**src/hw/rtl/mavg_pkg.sv**
```systemverilog
// Shared constants, register codes and controller/datapath types for the moving average map.
package mavg_pkg;

	localparam int SAMPLE_W   = 12;
	localparam int OUT_W      = 8;
	localparam int CFG_IDX_W  = 2;
	localparam int CFG_DATA_W = 12;
	localparam int WINDOW_DEF = 10;
	localparam int DIV_CNT_W  = $clog2(OUT_W);

	localparam logic [SAMPLE_W-1:0] IN_LO_RST  = SAMPLE_W'(4054);
	localparam logic [SAMPLE_W-1:0] IN_HI_RST  = SAMPLE_W'(901);
	localparam logic [OUT_W-1:0]    OUT_LO_RST = OUT_W'(0);
	localparam logic [OUT_W-1:0]    OUT_HI_RST = OUT_W'(100);

	typedef enum logic [CFG_IDX_W-1:0] {
		CFG_IN_LO  = 2'd0,
		CFG_IN_HI  = 2'd1,
		CFG_OUT_LO = 2'd2,
		CFG_OUT_HI = 2'd3
	} mavg_reg_t;

	typedef struct packed {
		logic load;
		logic update;
		logic prep;
		logic mult;
		logic div_step;
		logic emit;
	} mavg_cmd_t;

	typedef struct packed {
		logic clamp;
		logic out_free;
	} mavg_sts_t;

endpackage

```
**src/hw/rtl/mavg_sample_if.sv**
```systemverilog
// Valid/ready channel that carries one converter sample per transaction.
interface mavg_sample_if
	import mavg_pkg::*;
();
	logic                valid;
	logic                ready;
	logic [SAMPLE_W-1:0] sample;

	modport source (output valid, output sample, input ready);
	modport sink   (input valid, input sample, output ready);
endinterface

```
**src/hw/rtl/mavg_level_if.sv**
```systemverilog
// Valid/ready channel that carries one mapped level per transaction.
interface mavg_level_if
	import mavg_pkg::*;
();
	logic             valid;
	logic             ready;
	logic [OUT_W-1:0] level;

	modport source (output valid, output level, input ready);
	modport sink   (input valid, input level, output ready);
endinterface

```
**src/hw/rtl/mavg_ctrl.sv**
```systemverilog
// Controller state machine that sequences one sample through the datapath.
module mavg_ctrl
	import mavg_pkg::*;
(
	input  logic      clk,
	input  logic      arst_n,
	input  logic      in_valid,
	output logic      in_ready,
	output mavg_cmd_t cmd,
	input  mavg_sts_t sts
);

	typedef enum logic [2:0] {
		ST_IDLE,
		ST_UPD,
		ST_PREP,
		ST_MUL,
		ST_DIV,
		ST_OUT
	} state_t;

	state_t               state_q;
	logic [DIV_CNT_W-1:0] cnt_q;

	assign in_ready = (state_q == ST_IDLE);

	always_comb begin
		cmd          = '0;
		cmd.load     = (state_q == ST_IDLE) && in_valid;
		cmd.update   = (state_q == ST_UPD);
		cmd.prep     = (state_q == ST_PREP);
		cmd.mult     = (state_q == ST_MUL);
		cmd.div_step = (state_q == ST_DIV);
		cmd.emit     = (state_q == ST_OUT) && sts.out_free;
	end

	always_ff @(posedge clk or negedge arst_n) begin
		if (!arst_n) begin
			state_q <= ST_IDLE;
			cnt_q   <= '0;
		end else begin
			unique case (state_q)
				ST_IDLE: begin
					if (in_valid) state_q <= ST_UPD;
				end
				ST_UPD: begin
					state_q <= ST_PREP;
				end
				ST_PREP: begin
					state_q <= sts.clamp ? ST_OUT : ST_MUL;
				end
				ST_MUL: begin
					cnt_q   <= '0;
					state_q <= ST_DIV;
				end
				ST_DIV: begin
					cnt_q <= cnt_q + 1'b1;
					if (cnt_q == DIV_CNT_W'(OUT_W - 1)) state_q <= ST_OUT;
				end
				ST_OUT: begin
					if (sts.out_free) state_q <= ST_IDLE;
				end
				default: begin
					state_q <= ST_IDLE;
				end
			endcase
		end
	end

endmodule

```
**src/hw/rtl/mavg_datapath.sv**
```systemverilog
// Datapath: sample ring, running sum, clamp decision, multiplier, serial divider, output register.
module mavg_datapath
	import mavg_pkg::*;
#(
	parameter int WINDOW = WINDOW_DEF
) (
	input  logic                  clk,
	input  logic                  arst_n,
	input  mavg_cmd_t             cmd,
	output mavg_sts_t             sts,
	input  logic [SAMPLE_W-1:0]   sample,
	output logic [OUT_W-1:0]      level,
	output logic                  level_valid,
	input  logic                  level_ready,
	input  logic                  cfg_we,
	input  logic [CFG_IDX_W-1:0]  cfg_idx,
	input  logic [CFG_DATA_W-1:0] cfg_wdata
);

	localparam int SUM_W  = SAMPLE_W + $clog2(WINDOW + 1);
	localparam int SLOT_W = (WINDOW > 1) ? $clog2(WINDOW) : 1;
	localparam int PROD_W = SUM_W + OUT_W;

	logic [SAMPLE_W-1:0] in_lo_q, in_hi_q;
	logic [OUT_W-1:0]    out_lo_q, out_hi_q;

	logic [SAMPLE_W-1:0] ring_mem [WINDOW];
	logic [WINDOW-1:0]   ring_vld_q;
	logic [SLOT_W-1:0]   slot_q;
	logic [SAMPLE_W-1:0] sample_q;
	logic [SAMPLE_W-1:0] old_q;
	logic                old_vld_q;
	logic [SUM_W-1:0]    sum_q;

	logic                clamp_q;
	logic [OUT_W-1:0]    clamp_val_q;
	logic [SUM_W-1:0]    dist_q, den_q;
	logic                neg_q;
	logic [OUT_W-1:0]    dmag_q;
	logic [SUM_W-1:0]    rem_q;
	logic [OUT_W-1:0]    quo_q;

	logic [OUT_W-1:0]    level_q;
	logic                level_valid_q;

	logic [SUM_W-1:0]    lo_w, hi_w, old_w;
	logic                fwd, at_lo, at_hi, ge;
	logic [PROD_W-1:0]   prod;
	logic [SUM_W:0]      trial;

	always_ff @(posedge clk or negedge arst_n) begin
		if (!arst_n) begin
			in_lo_q  <= IN_LO_RST;
			in_hi_q  <= IN_HI_RST;
			out_lo_q <= OUT_LO_RST;
			out_hi_q <= OUT_HI_RST;
		end else if (cfg_we) begin
			unique case (mavg_reg_t'(cfg_idx))
				CFG_IN_LO:  in_lo_q  <= cfg_wdata[SAMPLE_W-1:0];
				CFG_IN_HI:  in_hi_q  <= cfg_wdata[SAMPLE_W-1:0];
				CFG_OUT_LO: out_lo_q <= cfg_wdata[OUT_W-1:0];
				CFG_OUT_HI: out_hi_q <= cfg_wdata[OUT_W-1:0];
				default:    ;
			endcase
		end
	end

	always_ff @(posedge clk) begin
		if (cmd.load) old_q <= ring_mem[slot_q];
		if (cmd.update) ring_mem[slot_q] <= sample_q;
	end

	always_ff @(posedge clk or negedge arst_n) begin
		if (!arst_n) begin
			ring_vld_q <= '0;
			slot_q     <= '0;
			sum_q      <= '0;
			old_vld_q  <= 1'b0;
		end else begin
			if (cmd.load) old_vld_q <= ring_vld_q[slot_q];
			if (cmd.update) begin
				ring_vld_q[slot_q] <= 1'b1;
				sum_q              <= sum_q - old_w + SUM_W'(sample_q);
				slot_q             <= (slot_q == SLOT_W'(WINDOW - 1)) ? '0 : slot_q + 1'b1;
			end
		end
	end

	assign old_w = old_vld_q ? SUM_W'(old_q) : '0;

	always_ff @(posedge clk) begin
		if (cmd.load) sample_q <= sample;
	end

	assign lo_w = SUM_W'(in_lo_q) * SUM_W'(WINDOW);
	assign hi_w = SUM_W'(in_hi_q) * SUM_W'(WINDOW);
	assign fwd  = in_lo_q < in_hi_q;

	always_comb begin
		if (fwd) begin
			at_lo = sum_q <= lo_w;
			at_hi = sum_q >= hi_w;
		end else begin
			at_lo = sum_q >= lo_w;
			at_hi = sum_q <= hi_w;
		end
	end

	assign sts.clamp    = at_lo || at_hi;
	assign sts.out_free = !level_valid_q || level_ready;

	assign prod  = PROD_W'(dist_q) * PROD_W'(dmag_q);
	assign trial = {rem_q, quo_q[OUT_W-1]};
	assign ge    = trial >= {1'b0, den_q};

	always_ff @(posedge clk) begin
		if (cmd.prep) begin
			clamp_q     <= at_lo || at_hi;
			clamp_val_q <= at_lo ? out_lo_q : out_hi_q;
			dist_q      <= fwd ? sum_q - lo_w : lo_w - sum_q;
			den_q       <= fwd ? hi_w - lo_w : lo_w - hi_w;
			neg_q       <= out_hi_q < out_lo_q;
			dmag_q      <= (out_hi_q < out_lo_q) ? out_lo_q - out_hi_q : out_hi_q - out_lo_q;
		end
		if (cmd.mult) begin
			rem_q <= prod[PROD_W-1:OUT_W];
			quo_q <= prod[OUT_W-1:0];
		end else if (cmd.div_step) begin
			rem_q <= ge ? SUM_W'(trial - {1'b0, den_q}) : trial[SUM_W-1:0];
			quo_q <= {quo_q[OUT_W-2:0], ge};
		end
		if (cmd.emit) begin
			level_q <= clamp_q ? clamp_val_q : (neg_q ? out_lo_q - quo_q : out_lo_q + quo_q);
		end
	end

	always_ff @(posedge clk or negedge arst_n) begin
		if (!arst_n) begin
			level_valid_q <= 1'b0;
		end else if (cmd.emit) begin
			level_valid_q <= 1'b1;
		end else if (level_ready) begin
			level_valid_q <= 1'b0;
		end
	end

	assign level       = level_q;
	assign level_valid = level_valid_q;

endmodule

```
**src/hw/rtl/moving_average_calibrated_map.sv**
```systemverilog
// Top level of the moving average sensor map with clamped linear calibration.
//
//  channel    dir  width  transaction
//  sample_ch  in   12     one converter sample, valid & ready
//  level_ch   out  8      one mapped level per sample, valid & ready
//  cfg_*      in   12     register write when cfg_we is high, no read-back
//
// A sample runs through ring read, sum update, clamp check, multiply, 8 divider
// steps and output load when the mean falls between the calibration ends, and
// skips multiply and divider when it clamps. Reset clears the ring valid bits,
// the sum, the write slot and the output valid flag, and presets calibration.
// A full output register holds the controller in its last state until taken;
// a new sample is taken once that result is loaded.
module moving_average_calibrated_map
	import mavg_pkg::*;
#(
	parameter int WINDOW = WINDOW_DEF
) (
	input  logic                  clk,
	input  logic                  arst_n,
	mavg_sample_if.sink           sample_ch,
	mavg_level_if.source          level_ch,
	input  logic                  cfg_we,
	input  logic [CFG_IDX_W-1:0]  cfg_idx,
	input  logic [CFG_DATA_W-1:0] cfg_wdata
);

	mavg_cmd_t cmd;
	mavg_sts_t sts;

	mavg_ctrl u_ctrl (
		.clk      (clk),
		.arst_n   (arst_n),
		.in_valid (sample_ch.valid),
		.in_ready (sample_ch.ready),
		.cmd      (cmd),
		.sts      (sts)
	);

	mavg_datapath #(
		.WINDOW (WINDOW)
	) u_datapath (
		.clk         (clk),
		.arst_n      (arst_n),
		.cmd         (cmd),
		.sts         (sts),
		.sample      (sample_ch.sample),
		.level       (level_ch.level),
		.level_valid (level_ch.valid),
		.level_ready (level_ch.ready),
		.cfg_we      (cfg_we),
		.cfg_idx     (cfg_idx),
		.cfg_wdata   (cfg_wdata)
	);

endmodule
```
**src/flat_wrapper.sv**
```systemverilog
// flat-port wrapper written by rule: the top's interface ports become plain ports
module moving_average_calibrated_map_flat import mavg_pkg::*;
#(
	parameter int WINDOW = WINDOW_DEF
)
  (clk, arst_n, cfg_we, cfg_idx, cfg_wdata, sample_ch_valid, sample_ch_sample, sample_ch_ready, level_ch_valid, level_ch_level, level_ch_ready);
  mavg_sample_if sample_ch_i ();
  mavg_level_if level_ch_i ();
  input  logic clk;
  input  logic arst_n;
  input  logic cfg_we;
  input  logic [CFG_IDX_W-1:0] cfg_idx;
  input  logic [CFG_DATA_W-1:0] cfg_wdata;
  input wire logic [$bits(sample_ch_i.valid)-1:0] sample_ch_valid;
  input wire logic [$bits(sample_ch_i.sample)-1:0] sample_ch_sample;
  output wire logic [$bits(sample_ch_i.ready)-1:0] sample_ch_ready;
  output wire logic [$bits(level_ch_i.valid)-1:0] level_ch_valid;
  output wire logic [$bits(level_ch_i.level)-1:0] level_ch_level;
  input wire logic [$bits(level_ch_i.ready)-1:0] level_ch_ready;
  assign sample_ch_i.valid = sample_ch_valid;
  assign sample_ch_i.sample = sample_ch_sample;
  assign sample_ch_ready = sample_ch_i.ready;
  assign level_ch_valid = level_ch_i.valid;
  assign level_ch_level = level_ch_i.level;
  assign level_ch_i.ready = level_ch_ready;
  moving_average_calibrated_map #(.WINDOW(WINDOW)) u_core (.clk(clk), .arst_n(arst_n), .sample_ch(sample_ch_i), .level_ch(level_ch_i), .cfg_we(cfg_we), .cfg_idx(cfg_idx), .cfg_wdata(cfg_wdata));
endmodule
```
**config.mk**
```make
export PLATFORM = sky130hd
export DESIGN_NAME = moving_average_calibrated_map_flat
export DESIGN_NICKNAME = d
export VERILOG_FILES = /design/src/hw/rtl/mavg_pkg.sv /design/src/hw/rtl/mavg_sample_if.sv /design/src/hw/rtl/mavg_level_if.sv /design/src/hw/rtl/mavg_ctrl.sv /design/src/hw/rtl/mavg_datapath.sv /design/src/hw/rtl/moving_average_calibrated_map.sv /design/src/flat_wrapper.sv
export SDC_FILE = /design/constraint.sdc
export NUM_CORES = 1
export LEC_CHECK = 0
export ABC_AREA = 1
export BUFFER_PORTS_ARGS = -buffer_cell sky130_fd_sc_hd__buf_2
export CELL_PAD_IN_SITES_DETAIL_PLACEMENT = 1
export CELL_PAD_IN_SITES_GLOBAL_PLACEMENT = 2
export CORE_MARGIN = 1
export CORE_UTILIZATION = 36
export DETAILED_ROUTE_END_ITERATION = 10
export PLACE_DENSITY_LB_ADDON = 0.1
export SLEW_MARGIN = 30
export SYNTH_ARGS = -nofsm -noshare
export SYNTH_HDL_FRONTEND = slang
export SYNTH_SLANG_ARGS = --single-unit
```
**constraint.sdc**
```tcl
create_clock -name clk -period 4.95 [get_ports clk]
set_clock_uncertainty 0.2 [all_clocks]
set_input_delay 0.99 -clock clk [delete_from_list [all_inputs] [get_ports clk]]
set_output_delay 0.99 -clock clk [all_outputs]
set_load 0.005 [all_outputs]
```
; Yosys cells after proc, flatten, opt, wreduce, memory -nomap -nowiden
; Memories as Yosys holds them, arrays and structs flattened. A register that Yosys moved wholly into a read port is not among the register bits.
; Index checks and enable logic that the tools add are counted.
[classes]
add_sub_neg = 13
n_mul = 3
magnitude_cmp = 9
eq_ne = 13
mux = 29
bitwise_logic = 1
reduce_logical = 15
[op_table]
columns = operator, n
row1 = $sub A16 B16 Y16, 6
row2 = $mux W16, 5
row3 = $mux W8, 6
row4 = $ge A16 B16 Y1, 2
row5 = $le A16 B16 Y1, 2
row6 = $mul A12 B3 Y15 const B, 2
row7 = $mul A16 B8 Y24, 1
row8 = $sub A8 B8 Y8, 3
row9 = $pmux W3 S6, 1
row10 = $ge A17 B16 Y1, 1
row11 = $add A16 B12 Y16, 1
row12 = $lt A12 B12 Y1, 1
row13 = $mux W12, 1
row14 = $mux W3, 4
row15 = $or A10 B10 Y10, 1
row16 = $eq A3 B3 Y1 const B, 3
row17 = $add A8 B8 Y8, 1
row18 = $lt A8 B8 Y1, 1
row19 = $mux W1, 8
row20 = $reduce_and A2 Y1, 4
row21 = $eq A3 B2 Y1 const B, 2
row22 = $ne A2 B2 Y1 const B, 3
row23 = $pmux W3 S2, 1
row24 = $lt A4 B5 Y1 const B, 1
row25 = other kinds (17), 22
[word_totals]
regBits = 172
ramBits = 120
input_bits = 31
output_inout_bits = 10
wordCells = 105
memories = 1
[mem_list]
columns = memory, words, word_bits, read_ports, rd_ports_with_merged_regs, wr, line_no
row1 = u_core.u_datapath.ring_mem, 10, 12, 1, 1, 1, mavg_datapath.sv:27  ; logic [SAMPLE_W-1:0] ring_mem [WINDOW];

; Logic depth before layout (Yosys ltp)
; Gate-level depths: netlist of the first run.
[logic_depth]
ltp_word = 6
ltp_mapped = 30
depth_no_buf = 29

; Modules after synthesis
; A second synthesis of the first run with hierarchy kept.
[hier_totals]
hier_cells = 3054
hier_area_um2 = 24522.3
[by_module_without_submodules]
columns = mod, n_inst, cells_per_inst, area_per_inst_um2, seq_area_each_um2
row1 = mavg_datapath, 1, 3002, 24121.9, 8579.5
row2 = mavg_ctrl, 1, 52, 400.4, 150.1

; Worst setup path after synthesis of the first run
; Ideal clock, no wire load.
[synth_timing]
kind = register to register
startpoint = reg u_core.u_datapath.dmag_q[7]
endpoint = reg u_core.u_datapath.rem_q[2] (data pin)
setup_time_ps = 259
arrival_time_ps = 4349
setup_slack_ps = 142
stages_incl_launch_ff = 19
synth_period_minus_slack_ps = 4808
cell_sequence = edfxtp_1 -> clkbuf_1 -> clkbuf_1 -> nand2_1 -> fa_1 -> fa_1 -> inv_1 -> fa_1 -> inv_1 -> fa_1 -> inv_1 -> ha_1 -> a21oi_1 -> o21ai_1 -> nor2_1 -> o21ai_2 -> o21ai_0 -> a21oi_1 -> o21bai_2
[synth_via]
elab_chain_len = 2
[synth_lines]
columns = element, line_no
row1 = from (decl), mavg_datapath.sv:39  ; logic [OUT_W-1:0] dmag_q;
row2 = from (signal assigned), mavg_datapath.sv:123  ; dmag_q <= (out_hi_q < out_lo_q) ? out_lo_q - out_hi_q : out_hi_q - out_lo_q;
row3 = $mul A16 B8 Y24, mavg_datapath.sv:112  ; assign prod = PROD_W'(dist_q) * PROD_W'(dmag_q);
row4 = $mux W16, mavg_datapath.sv:125  ; if (cmd.mult) begin
row5 = to (signal assigned), mavg_datapath.sv:126  ; rem_q <= prod[PROD_W-1:OUT_W];
row6 = to (signal assigned), mavg_datapath.sv:129  ; rem_q <= ge ? SUM_W'(trial - {1'b0, den_q}) : trial[SUM_W-1:0];
row7 = to (decl), mavg_datapath.sv:40  ; logic [SUM_W-1:0] rem_q;
; Every way passes these cells.
; A chain may end at the register's enable or synchronous reset.

; Final worst setup path of the first run
[layout_timing]
startpoint = reg u_core.u_datapath.dmag_q[4]
endpoint = reg u_core.u_datapath.rem_q[13] (data pin)
; Same word-level chain as after synthesis.

==> parameters.txt, run 1 <==
Parameter                              Value

Cells and area
  Signed area change from the synthesized netlist to the final layout ... 12.71%
  Non-filler instance count after layout ... 3752
  Net count reported at finish ... 3229
  Sequential standard cell area ... 8730 um^2
  Share of layout cells above drive strength 1 ... 0.09562
  Multi-input gate area in the final layout ... 12920 um^2
  Number of antenna repair diodes ... 0
  Number of filler cells placed in the layout ... 7643
  Utilization after layout ... 0.4136

Critical path
  Largest driver fanout on the critical path ... 16
  Req. time, crit path ... 5.07 ns
  Crit Path Class ... reg -> reg
  Crit end category ... register
  Startpoint type of the worst setup path ... register
  Arrival time reported for the critical path endpoint ... 4.87 ns

Routing
  Count of routing violations after the opening detailed-route iteration ... 854
  Via count of the routed design ... 18758
  Post-route antenna net violation count ... 0
  Wirelength, routed ... 74.53 mm
  Number of design rule violations left after detail routing ... 0
  Via-per-instance ratio ... 4.999
  Detail-routed net length per standard cell ... 19.86 um
  DRT Pass-1 Iters ... 5

Global route
  Global-route total usage across every layer ... 0.2262
  Global-route wire length before repair ... 117.4 mm
  Number of antenna violations at the first check in global routing ... 0
  Via count of the first global-routing pass ... 20198
  Final global-route overflow total ... 0
  Maximum number of pins on one net before global-route repair ... 52

Clock tree
  Clock transition at the registers of the reported paths ... 0.06 ns
  CTS tree ... yes
  Buffer type at the clock tree root ... clkbuf_16
  Depth of the CTS H-tree ... 2
  Clock buffers created by TritonCTS ... 40
  TritonCTS sink count ... 303
  Maximum buffer depth of the clock tree ... 3
  Worst-skew pair later-pin latency ... 0.58 ns

STA
  Setup TNS after final layout ... 0 ns
  Post-route clock period utilization ... 0.9599
  Hold violation count in the final report ... 0
  Final count of pins violating max slew ... 0
  Max-slew headroom at the worst pin ... 0.3634
  Worst Slack Setup Final ... 0.1987 ns
  Peak Freq ... 0.2105 GHz
  Final period demand of the worst path ... 4.751 ns
  Transition time of the tightest slew-check pin ... 0.9538 ns
  Unrepaired setup endpoints after global routing ... yes
  Final setup fails ... 0

Run status
  Outcome ... completed

Synth
  Number of distinct standard cells referenced by the synthesized netlist ... 61
  Post-synth EDFFs ... 225
  Post-synthesis net count ... 3178
  Number of register bits inferred by synthesis ... 303
  Fraction of registers with async set or reset after synthesis ... 0.2574
  Yosys warning total ... 0
  Synthesized area ... 23790 um^2
  Number of cells produced by synthesis ... 2819
  Most used flip-flop cell after synthesis ... edfxtp_1
  Avg Inst Size Synth ... 8.438 um^2
  Share of the yosys chip area belonging to registers ... 0.3670

Floorplanning
  Die span in y ... 259.1 um
  Core area ... 64810 um^2
  Floorplan die area ... 67110 um^2
  Floorplan row count ... 93
  Count of pins on the block boundary ... 41
  Die outline width ... 259.1 um
  Effective utilization at floorplan ... 0.3670

Placement
  Total half-perimeter wirelength after legalization and detailed placement ... 58.50 mm
  Routability-driven placement congestion ratio ... 0.8808
  Port Buffer Count ... 40
  Pre-CTS worst setup slack ... -0.09466 ns
  Number of cells in the design after placement ... 3673

Flow run
  Count of maximum capacitance violations ... 0

Worst hold path
  Type of the most critical hold path ... in -> async
-- cells by family after synthesis --
| logic type | count (synthesis) | share of synthesized area |
|---|---|---|
| simple gates | 979 | 0.1702 |
| xor+xnor | 101 | 0.03719 |
| mux | 4 | 0.001683 |
| flops | 303 | 0.3670 |
| buf+inv | 625 | 0.1016 |
| compound gates | 479 | 0.1164 |
| fa+ha+maj | 328 | 0.2060 |
-- final cells by class --
class,instances,share of cell area
Timing Repair Buffer,98,0.02660
Clock buffer,44,0.03827
Inverter,536,0.07505
Tap cell,855,0.03990
Sequential cell,303,0.3256
Multi-Input combinational cell,1891,0.4818
Clock inverter,25,0.01274
-- cells in the mapped netlist (4+ instances only) --
cell type	number	area, um^2
nor2_2	4	25.02
nand3b_1	8	60.06
a22oi_1	52	390.4
nand4_1	13	81.33
o21a_1	4	30.03
clkbuf_1	53	198.9
nor2_1	165	619.3
inv_1	525	1971
nand3_1	84	420.4
or3_1	12	75.07
o21ai_0	166	830.8
nand2_2	9	56.30
inv_2	8	30.03
mux2i_1	4	40.04
and2_1	4	25.02
a211oi_1	5	37.54
xnor2_1	30	262.8
buf_2	22	110.1
dfstp_2	17	446.7
buf_4	4	30.03
dfrtp_1	61	1526
o21bai_1	11	82.58
edfxtp_1	225	6756
a31oi_1	6	37.54
clkbuf_2	4	20.02
a21oi_1	155	775.7
xor2_1	71	621.9
nand2_1	630	2365
o21ai_1	26	130.1
ha_1	222	2778
o211ai_1	4	30.03
a21o_1	18	135.1
nor4_1	4	25.02
nor3_1	25	125.1
or2_2	8	50.05
fa_1	106	2122
a21boi_0	5	37.54
-- per-layer routing --
metal,vias to the layer above,global-route usage,part of all wire
met5,-,0,0
met4,0,0.03748,0.013
met3,59,0.02138,0.020
met2,154,0.3942,0.49
met1,9355,0.3071,0.48
li1,9190,-,-
-- final timing paths --
kind / start / to / slack [ns] / depth (start not counted)
min in group clk: u_core.u_datapath.ring_vld_q[6] / u_core.u_datapath.ring_vld_q[6] / 0.26 / 2
setup reg to reg: u_core.u_datapath.dmag_q[4] / u_core.u_datapath.rem_q[13] / 0.20 / 19
setup / recovery: u_core.u_datapath.dmag_q[4] / u_core.u_datapath.rem_q[13] / 0.20 / 19
max in group asynchronous: arst_n / u_core.u_datapath.out_hi_q[2] / 3.36 / 2
hold / removal: arst_n / u_core.u_datapath.in_lo_q[5] / 0.26 / 1
hold reg to reg: u_core.u_datapath.ring_vld_q[6] / u_core.u_datapath.ring_vld_q[6] / 0.26 / 2
-- cell usage in the layout (no fill, tap or decap), drive strengths merged, types with 8 or more instances in the layout --
| cell type | n |
|---|---|
| fa | 106 |
| clkinv | 22 |
| a22oi | 52 |
| buf | 98 |
| nand3b | 8 |
| inv | 533 |
| o21ai | 194 |
| nor2 | 169 |
| xor2 | 71 |
| or2 | 11 |
| nand3 | 87 |
| or3 | 12 |
| o21bai | 12 |
| dfstp | 17 |
| edfxtp | 225 |
| a21o | 18 |
| dfrtp | 61 |
| nand2 | 641 |
| a21oi | 159 |
| nand4 | 13 |
| ha | 222 |
| clkbuf | 44 |
| nor3 | 28 |
| xnor2 | 30 |
-- metrics by stage --
step                      instance area, um^2  hold slack (ns)
after floorplan                         23790           0.2274
after global placement                  25130           0.2421
after detailed placement                25140           0.2488
after CTS                               26520           0.2591
after global routing                    26810           0.2738
final                                   26810           0.2587
-- flip-flops by register name, summed over array words and instances (netlist names) --
signal                         cells
u_core.u_datapath.out_lo_q         8
u_core.u_datapath.level            8
u_core.u_datapath.out_hi_q         8
u_core.u_ctrl.cnt_q                3
u_core.u_datapath.slot_q           4
u_core.u_datapath.clamp_q          1
u_core.u_datapath.old_q           12
u_core.u_datapath.neg_q            1
u_core.u_datapath.in_hi_q         12
u_core.u_datapath.rem_q           16
u_core.u_datapath.den_q           15
u_core.u_datapath.sample_q        12
u_core.u_ctrl.state_q              3
u_core.u_datapath.ring_mem       120
u_core.u_datapath.dist_q          16
u_core.u_datapath.quo_q            8
u_core.u_datapath.clamp_val_q      8
u_core.u_datapath.old_vld_q        1
u_core.u_datapath.level_valid      1
u_core.u_datapath.sum_q           16
u_core.u_datapath.ring_vld_q      10
u_core.u_datapath.in_lo_q         12
u_core.u_datapath.dmag_q           8
-- what timing repair did --
action                     CTS  global route
resized for setup            2            62
pin swaps                    0            16
setup endpoints to repair    4            24
setup buffers                2             8
hold buffers                 0             0
-- critical path: stages, from the launching register on --
cell and delay, ns:
edfxtp_1 0.41, buf_12 0.17, nand2_1 0.06, inv_1 0.06, fa_1 0.51, fa_1 0.53, fa_1 0.55, inv_1 0.05
fa_1 0.52, inv_1 0.04, ha_2 0.36, inv_2 0.08, o21bai_1 0.25, a21oi_1 0.14, o21ai_0 0.16, inv_1 0.07
nand3_2 0.07, a21oi_1 0.06, o21ai_0 0.10, o21ai_1 0.09
Power of run 1 is not shown: default switching activity piles up to over one toggle a cycle in this logic, so the estimate is an artifact.
==> run 2, diff against run 1 <==
Settings changed: GPL_TIMING_DRIVEN from default to 0.
==> parameters.txt, run 2 (same netlist as run 1, synthesis figures left out) <==
Parameter                              Value

Run status
  Outcome ... completed (unchanged)

Cells and area
  Utilization after layout ... 0.4224 (was 0.4136)
  Number of flip-flops in the largest register ... 120 (unchanged)
  Signed area change from the synthesized netlist to the final layout ... 15.10% (was 12.71%)
  Number of antenna repair diodes ... 0 (unchanged)
  Share of layout cells above drive strength 1 ... 0.1163 (was 0.09562)
  Net count reported at finish ... 3286 (was 3229)
  Register with the most flip-flops ... u_core.u_datapath.ring_mem (unchanged)
  Commonest cells after routing, fill and taps aside ... nand2_1 (617), inv_1 (524), edfxtp_1 (225), ha_1 (208), o21ai_0 (153) (was nand2_1 (621), inv_1 (522), edfxtp_1 (225), ha_1 (212), o21ai_0 (156))
  Most common cell after layout, fill and taps aside ... nand2_1 (unchanged)

STA
  Final setup fails ... 0 (unchanged)
  Hold violation count in the final report ... 0 (unchanged)
  Final period demand of the worst path ... 4.812 ns (was 4.751 ns)
  Post-route clock period utilization ... 0.9722 (was 0.9599)
  Worst Slack Setup Final ... 0.1378 ns (was 0.1987 ns)
  Max-slew headroom at the worst pin ... 0.4194 (was 0.3634)
  Unrepaired setup endpoints after global routing ... yes (unchanged)
  Final count of pins violating max slew ... 0 (unchanged)
  Transition time of the tightest slew-check pin ... 0.8700 ns (was 0.9538 ns)
  Peak Freq ... 0.2078 GHz (was 0.2105 GHz)

Critical path
  Setup slack of the worst register-to-register path ... 0.14 ns (was 0.20 ns)
  Arrival time reported for the critical path endpoint ... 4.94 ns (was 4.87 ns)
  Origin of the worst setup path ... u_core.u_datapath.dmag_q[4] (unchanged)
  Crit Path Class ... reg -> reg (unchanged)
  Startpoint type of the worst setup path ... register (unchanged)
  Req. time, crit path ... 5.08 ns (was 5.07 ns)
  Largest driver fanout on the critical path ... 9 (was 16)
  Timing endpoint of the critical path ... u_core.u_datapath.rem_q[12] (was u_core.u_datapath.rem_q[13])
  Path depth of the worst reg2reg path ... 17 (was 19)
  Crit end category ... register (unchanged)
  Launch point of the worst reg-to-reg path ... u_core.u_datapath.dmag_q[4] (unchanged)
  R2r endpoint ... u_core.u_datapath.rem_q[12] (was u_core.u_datapath.rem_q[13])

Floorplanning
  Die span in y ... 259.1 um (unchanged)
  Core area ... 64810 um^2 (unchanged)
  Effective utilization at floorplan ... 0.3670 (unchanged)
  Count of pins on the block boundary ... 41 (unchanged)
  Die outline width ... 259.1 um (unchanged)
  Floorplan row count ... 93 (unchanged)
  Floorplan die area ... 67110 um^2 (unchanged)

Global route
  Via count of the first global-routing pass ... 20478 (was 20198)
  Number of antenna violations at the first check in global routing ... 0 (unchanged)
  Met3 usage in global routing ... 0.02519 (was 0.02138)
  Met1 track demand over resource in global routing ... 0.3123 (was 0.3071)
  Maximum number of pins on one net before global-route repair ... 41 (was 52)
  Global-route total usage across every layer ... 0.2325 (was 0.2262)
  Global-route wire length before repair ... 119.4 mm (was 117.4 mm)
  Layer with the highest usage after global routing ... met2 (unchanged)
  GRT met2 Usage ... 0.3921 (was 0.3942)
  Final global-route overflow total ... 0 (unchanged)

Clock tree
  Worst-skew pair later-pin latency ... 0.60 ns (was 0.58 ns)
  CTS tree ... yes (unchanged)
  Buffer type at the clock tree root ... clkbuf_16 (unchanged)
  Count of hold-fix buffers inserted at cts ... 0 (unchanged)
  Clock buffers created by TritonCTS ... 40 (unchanged)
  Maximum buffer depth of the clock tree ... 3 (unchanged)
  Depth of the CTS H-tree ... 2 (unchanged)
  TritonCTS sink count ... 303 (unchanged)
  Clock transition at the registers of the reported paths ... 0.06 ns (about the same)

Routing
  Via count of the routed design ... 19282 (was 18758)
  Post-route antenna net violation count ... 0 (unchanged)
  Via-per-instance ratio ... 5.056 (was 4.999)
  Count of routing violations after the opening detailed-route iteration ... 1009 (was 854)
  Number of design rule violations left after detail routing ... 0 (unchanged)
  Wirelength, routed ... 76.68 mm (was 74.53 mm)
  Detail-routed net length per standard cell ... 20.11 um (was 19.86 um)
  DRT Pass-1 Iters ... 5 (unchanged)

Placement
  Port Buffer Count ... 40 (unchanged)
  Routability-driven placement congestion ratio ... 0.9011 (was 0.8808)
  Pre-CTS worst setup slack ... -0.8484 ns (was -0.09466 ns)
  Total half-perimeter wirelength after legalization and detailed placement ... 61.72 mm (was 58.50 mm)

Flow run
  Count of maximum capacitance violations ... 0 (unchanged)

Worst hold path
  Type of the most critical hold path ... in -> async (unchanged)
[run 2: cell count changes in the layout (fill, tap and decap cells not counted), sizes merged]
cell	delta
inv	+4
clkinvlp	+1
clkinv	-1
bufinv	+2
clkbuf	+29
buf	+27
[run 2: critical path: stages, from the launching register on]
cell	delay [ns]
edfxtp_1	0.48
buf_8	0.19
nand2_1	0.06
inv_1	0.05
fa_1	0.51
fa_1	0.55
fa_1	0.55
inv_1	0.06
fa_1	0.55
inv_1	0.09
ha_4	0.28
a21oi_2	0.23
o21ai_1	0.12
a21o_1	0.18
nand2_1	0.06
nand3_1	0.11
o21ai_0	0.21
nand2_1	0.08
[run 2: worst min-delay path by stage]
stage	start	end	depth (start not counted)
2_1_floorplan	u_core.u_datapath.ring_vld_q[3]	u_core.u_datapath.ring_vld_q[3]	2
3_3_place_gp	u_core.u_datapath.ring_vld_q[6]	u_core.u_datapath.ring_vld_q[6]	2
3_5_place_dp	u_core.u_datapath.ring_vld_q[7]	u_core.u_datapath.ring_vld_q[7]	2
4_1_cts	arst_n	u_core.u_datapath.in_hi_q[10]	1
5_1_grt	arst_n	u_core.u_datapath.in_hi_q[10]	1
6_report	arst_n	u_core.u_datapath.in_hi_q[10]	1
[run 2: layout make-up]
| type | instances | area, um^2 |
|---|---|---|
| fillers | 7640 | 37430 |
| multi-input cells | 1891 | 13080 |
| flip-flops and latches | 303 | 8730 |
| inverters | 536 | 2012 |
| well taps | 855 | 1070 |
| clock buffers | 43 | 1022 |
| repair buffers | 89 | 650.6 |
| clock inverters | 31 | 444.2 |
| plain buffers | 66 | 366.6 |
[run 2: per-stage QoR]
stage / hold slack (ns) / TNS (ns) / area (um^2) / instances
5_1_grt: 0.1185 / -0.04209 / 27380 / 3814
3_5_place_dp: 0.2474 / -12.29 / 25230 / 3724
2_1_floorplan: 0.2274 / 0 / 23790 / 2819
6_report: 0.1200 / 0 / 27380 / 3814
3_3_place_gp: 0.2409 / -103.35 / 25060 / 3714
4_1_cts: 0.1002 / 0 / 26970 / 3799
[run 2: repair_timing]
action	4_1_cts	5_1_grt
buffers inserted	23	16
pin swaps	6	25
endpoints found under the setup margin	27	28
gates resized for setup	51	74
[run 2: per-layer routing]
layer / share of wire / vias to the layer above
met5: 0 / -
met4: 0.029 / 0
met3: 0.030 / 96
met2: 0.48 / 276
met1: 0.46 / 9589
li1: - / 9321
Power of run 2 is left out for the same reason.
==> run 3, diff against run 2 <==
Settings changed: BUFFER_PORTS_ARGS -buffer_cell sky130_fd_sc_hd__buf_2 to -buffer_cell sky130_fd_sc_hd__buf_4.
==> parameters.txt, run 3 (same netlist as run 1, synthesis figures left out) <==
Parameter                              Value

Cells and area
  Number of flip-flops in the largest register ... 120 (unchanged)
  Number of antenna repair diodes ... 0 (unchanged)
  Share of layout cells above drive strength 1 ... 0.1176 (was 0.1163)
  Signed area change from the synthesized netlist to the final layout ... 15.08% (was 15.10%)
  Commonest cells after routing, fill and taps aside ... nand2_1 (616), inv_1 (522), edfxtp_1 (225), ha_1 (209), o21ai_0 (154) (was nand2_1 (617), inv_1 (524), edfxtp_1 (225), ha_1 (208), o21ai_0 (153))
  Most common cell after layout, fill and taps aside ... nand2_1 (unchanged)
  Number of filler cells placed in the layout ... 7651 (was 7640)
  Utilization after layout ... 0.4223 (was 0.4224)
  Area of all placed cells without fillers ... 27370 um^2 (was 27380 um^2)
  Register with the most flip-flops ... u_core.u_datapath.ring_mem (unchanged)
  Net count reported at finish ... 3286 (unchanged)

STA
  Final setup fails ... 0 (unchanged)
  Final count of pins violating max slew ... 0 (unchanged)
  Post-route clock period utilization ... 0.9730 (was 0.9722)
  Unrepaired setup endpoints after global routing ... yes (unchanged)
  Max-slew headroom at the worst pin ... 0.3598 (was 0.4194)
  Setup TNS after final layout ... 0 ns (unchanged)
  Peak Freq ... 0.2076 GHz (was 0.2078 GHz)
  Worst Slack Setup Final ... 0.1335 ns (was 0.1378 ns)
  Final period demand of the worst path ... 4.817 ns (was 4.812 ns)
  Transition time of the tightest slew-check pin ... 0.9530 ns (was 0.8700 ns)
  Hold violation count in the final report ... 0 (unchanged)

Floorplanning
  Core area ... 64810 um^2 (unchanged)
  Floorplan row count ... 93 (unchanged)
  Floorplan die area ... 67110 um^2 (unchanged)
  Effective utilization at floorplan ... 0.3670 (unchanged)
  Die outline width ... 259.1 um (unchanged)
  Die span in y ... 259.1 um (unchanged)
  Count of pins on the block boundary ... 41 (unchanged)

Global route
  Final global-route overflow total ... 0 (unchanged)
  Maximum number of pins on one net before global-route repair ... 79 (was 41)
  Number of antenna violations at the first check in global routing ... 0 (unchanged)
  Via count of the first global-routing pass ... 20394 (was 20478)
  Global-route wire length before repair ... 119.0 mm (was 119.4 mm)
  Global-route total usage across every layer ... 0.2331 (was 0.2325)

Clock tree
  Buffer type at the clock tree root ... clkbuf_16 (unchanged)
  Depth of the CTS H-tree ... 2 (unchanged)
  Clock buffers created by TritonCTS ... 39 (was 40)
  Clock transition at the registers of the reported paths ... 0.06 ns (about the same)
  Maximum buffer depth of the clock tree ... 3 (unchanged)
  CTS tree ... yes (unchanged)
  Worst-skew pair later-pin latency ... 0.57 ns (was 0.60 ns)
  TritonCTS sink count ... 303 (unchanged)

Critical path
  Req. time, crit path ... 5.05 ns (was 5.08 ns)
  Startpoint type of the worst setup path ... register (unchanged)
  Crit end category ... register (unchanged)
  Crit Path Class ... reg -> reg (unchanged)
  Arrival time reported for the critical path endpoint ... 4.92 ns (was 4.94 ns)
  Largest driver fanout on the critical path ... 6 (was 9)
  Path depth of the worst reg2reg path ... 18 (was 17)

Routing
  Count of routing violations after the opening detailed-route iteration ... 951 (was 1009)
  Detail-routed net length per standard cell ... 20.29 um (was 20.11 um)
  Wirelength, routed ... 77.35 mm (was 76.68 mm)
  Post-route antenna net violation count ... 0 (unchanged)
  Via count of the routed design ... 19125 (was 19282)
  DRT Pass-1 Iters ... 5 (unchanged)
  Number of design rule violations left after detail routing ... 0 (unchanged)
  Via-per-instance ratio ... 5.016 (was 5.056)

Worst hold path
  Depth of the worst hold-timing path ... 1
  Type of the most critical hold path ... reg -> reg (was in -> async)

Flow run
  Count of maximum capacitance violations ... 0 (unchanged)

Placement
  Port Buffer Count ... 40 (unchanged)
  Instance area after placement ... 25300 um^2 (was 25230 um^2)
  Pre-CTS worst setup slack ... -0.9111 ns (was -0.8484 ns)
  Routability-driven placement congestion ratio ... 0.8769 (was 0.9011)
  Total half-perimeter wirelength after legalization and detailed placement ... 62.31 mm (was 61.72 mm)

Run status
  Outcome ... completed (unchanged)
-- run 3: cell types whose count changed in the layout (fill, tap and decap cells not counted), sizes merged --
cell | before | now
clkinvlp | 1 | 3
bufinv | 8 | 3
clkinv | 21 | 19
inv | 537 | 538
buf | 125 | 123
clkbuf | 73 | 78
-- run 3: cell type report --
| cell class | count | area [um^2] | share of cell area |
|---|---|---|---|
| flip-flops and latches | 303 | 8731 | 0.3190 |
| inverters | 536 | 2012 | 0.07350 |
| multi-input cells | 1891 | 13140 | 0.4802 |
| well taps | 855 | 1070 | 0.03908 |
| repair buffers | 90 | 755.7 | 0.02761 |
| clock inverters | 27 | 276.5 | 0.01010 |
| clock buffers | 45 | 1008 | 0.03684 |
| plain buffers | 66 | 375.4 | 0.01371 |
-- run 3: path summary, 6_finish.rpt --
check                                                     start                              end  slack, ns
worst max register to register      u_core.u_datapath.dmag_q[3]       u_core.u_datapath.rem_q[7]       0.13
min in group asynchronous                                arst_n    u_core.u_datapath.in_hi_q[11]       0.27
worst min register to register  u_core.u_datapath.ring_vld_q[1]  u_core.u_datapath.ring_vld_q[1]       0.26
worst min-delay path            u_core.u_datapath.ring_vld_q[1]  u_core.u_datapath.ring_vld_q[1]       0.26
worst max-delay path                u_core.u_datapath.dmag_q[3]       u_core.u_datapath.rem_q[7]       0.13
max in group asynchronous                                arst_n     u_core.u_datapath.in_hi_q[1]       3.71
-- run 3: critical path, stage by stage, from the launching register on --
cell and delay, ns:
edfxtp_1 0.48, buf_4 0.23, nand2_1 0.08, inv_1 0.05, fa_1 0.48, fa_1 0.54, fa_1 0.55, inv_1 0.06
fa_1 0.57, inv_1 0.08, ha_4 0.27, inv_1 0.14, o21bai_2 0.10, a31oi_2 0.18, nand2_1 0.11, a21oi_2 0.14
a21oi_1 0.09, o21ai_0 0.11, o21ai_1 0.10
-- run 3: layer usage --
layer / track usage / up-vias / routed length (um)
met5: 0 / - / 0
met4: 0.05917 / 0 / 1924
met3: 0.02128 / 85 / 2111
met2: 0.3985 / 237 / 37290
met1: 0.3157 / 9491 / 36030
li1: - / 9312 / -
-- run 3: stage by stage --
stage | hold WS, ns | std cells
floorplan | 0.2274 | 2819
global placement | 0.2426 | 3714
detailed placement | 0.2548 | 3723
CTS | 0.2693 | 3789
global route | 0.2951 | 3813
finish | 0.2645 | 3813
-- run 3: timing repair --
item,in CTS,in global routing
resized for setup,62,78
buffers inserted,15,25
endpoints found under the setup margin,26,30
pin swaps,4,34
gates cloned,1,0
hold buffers,0,0
Power of run 3 is left out for the same reason.
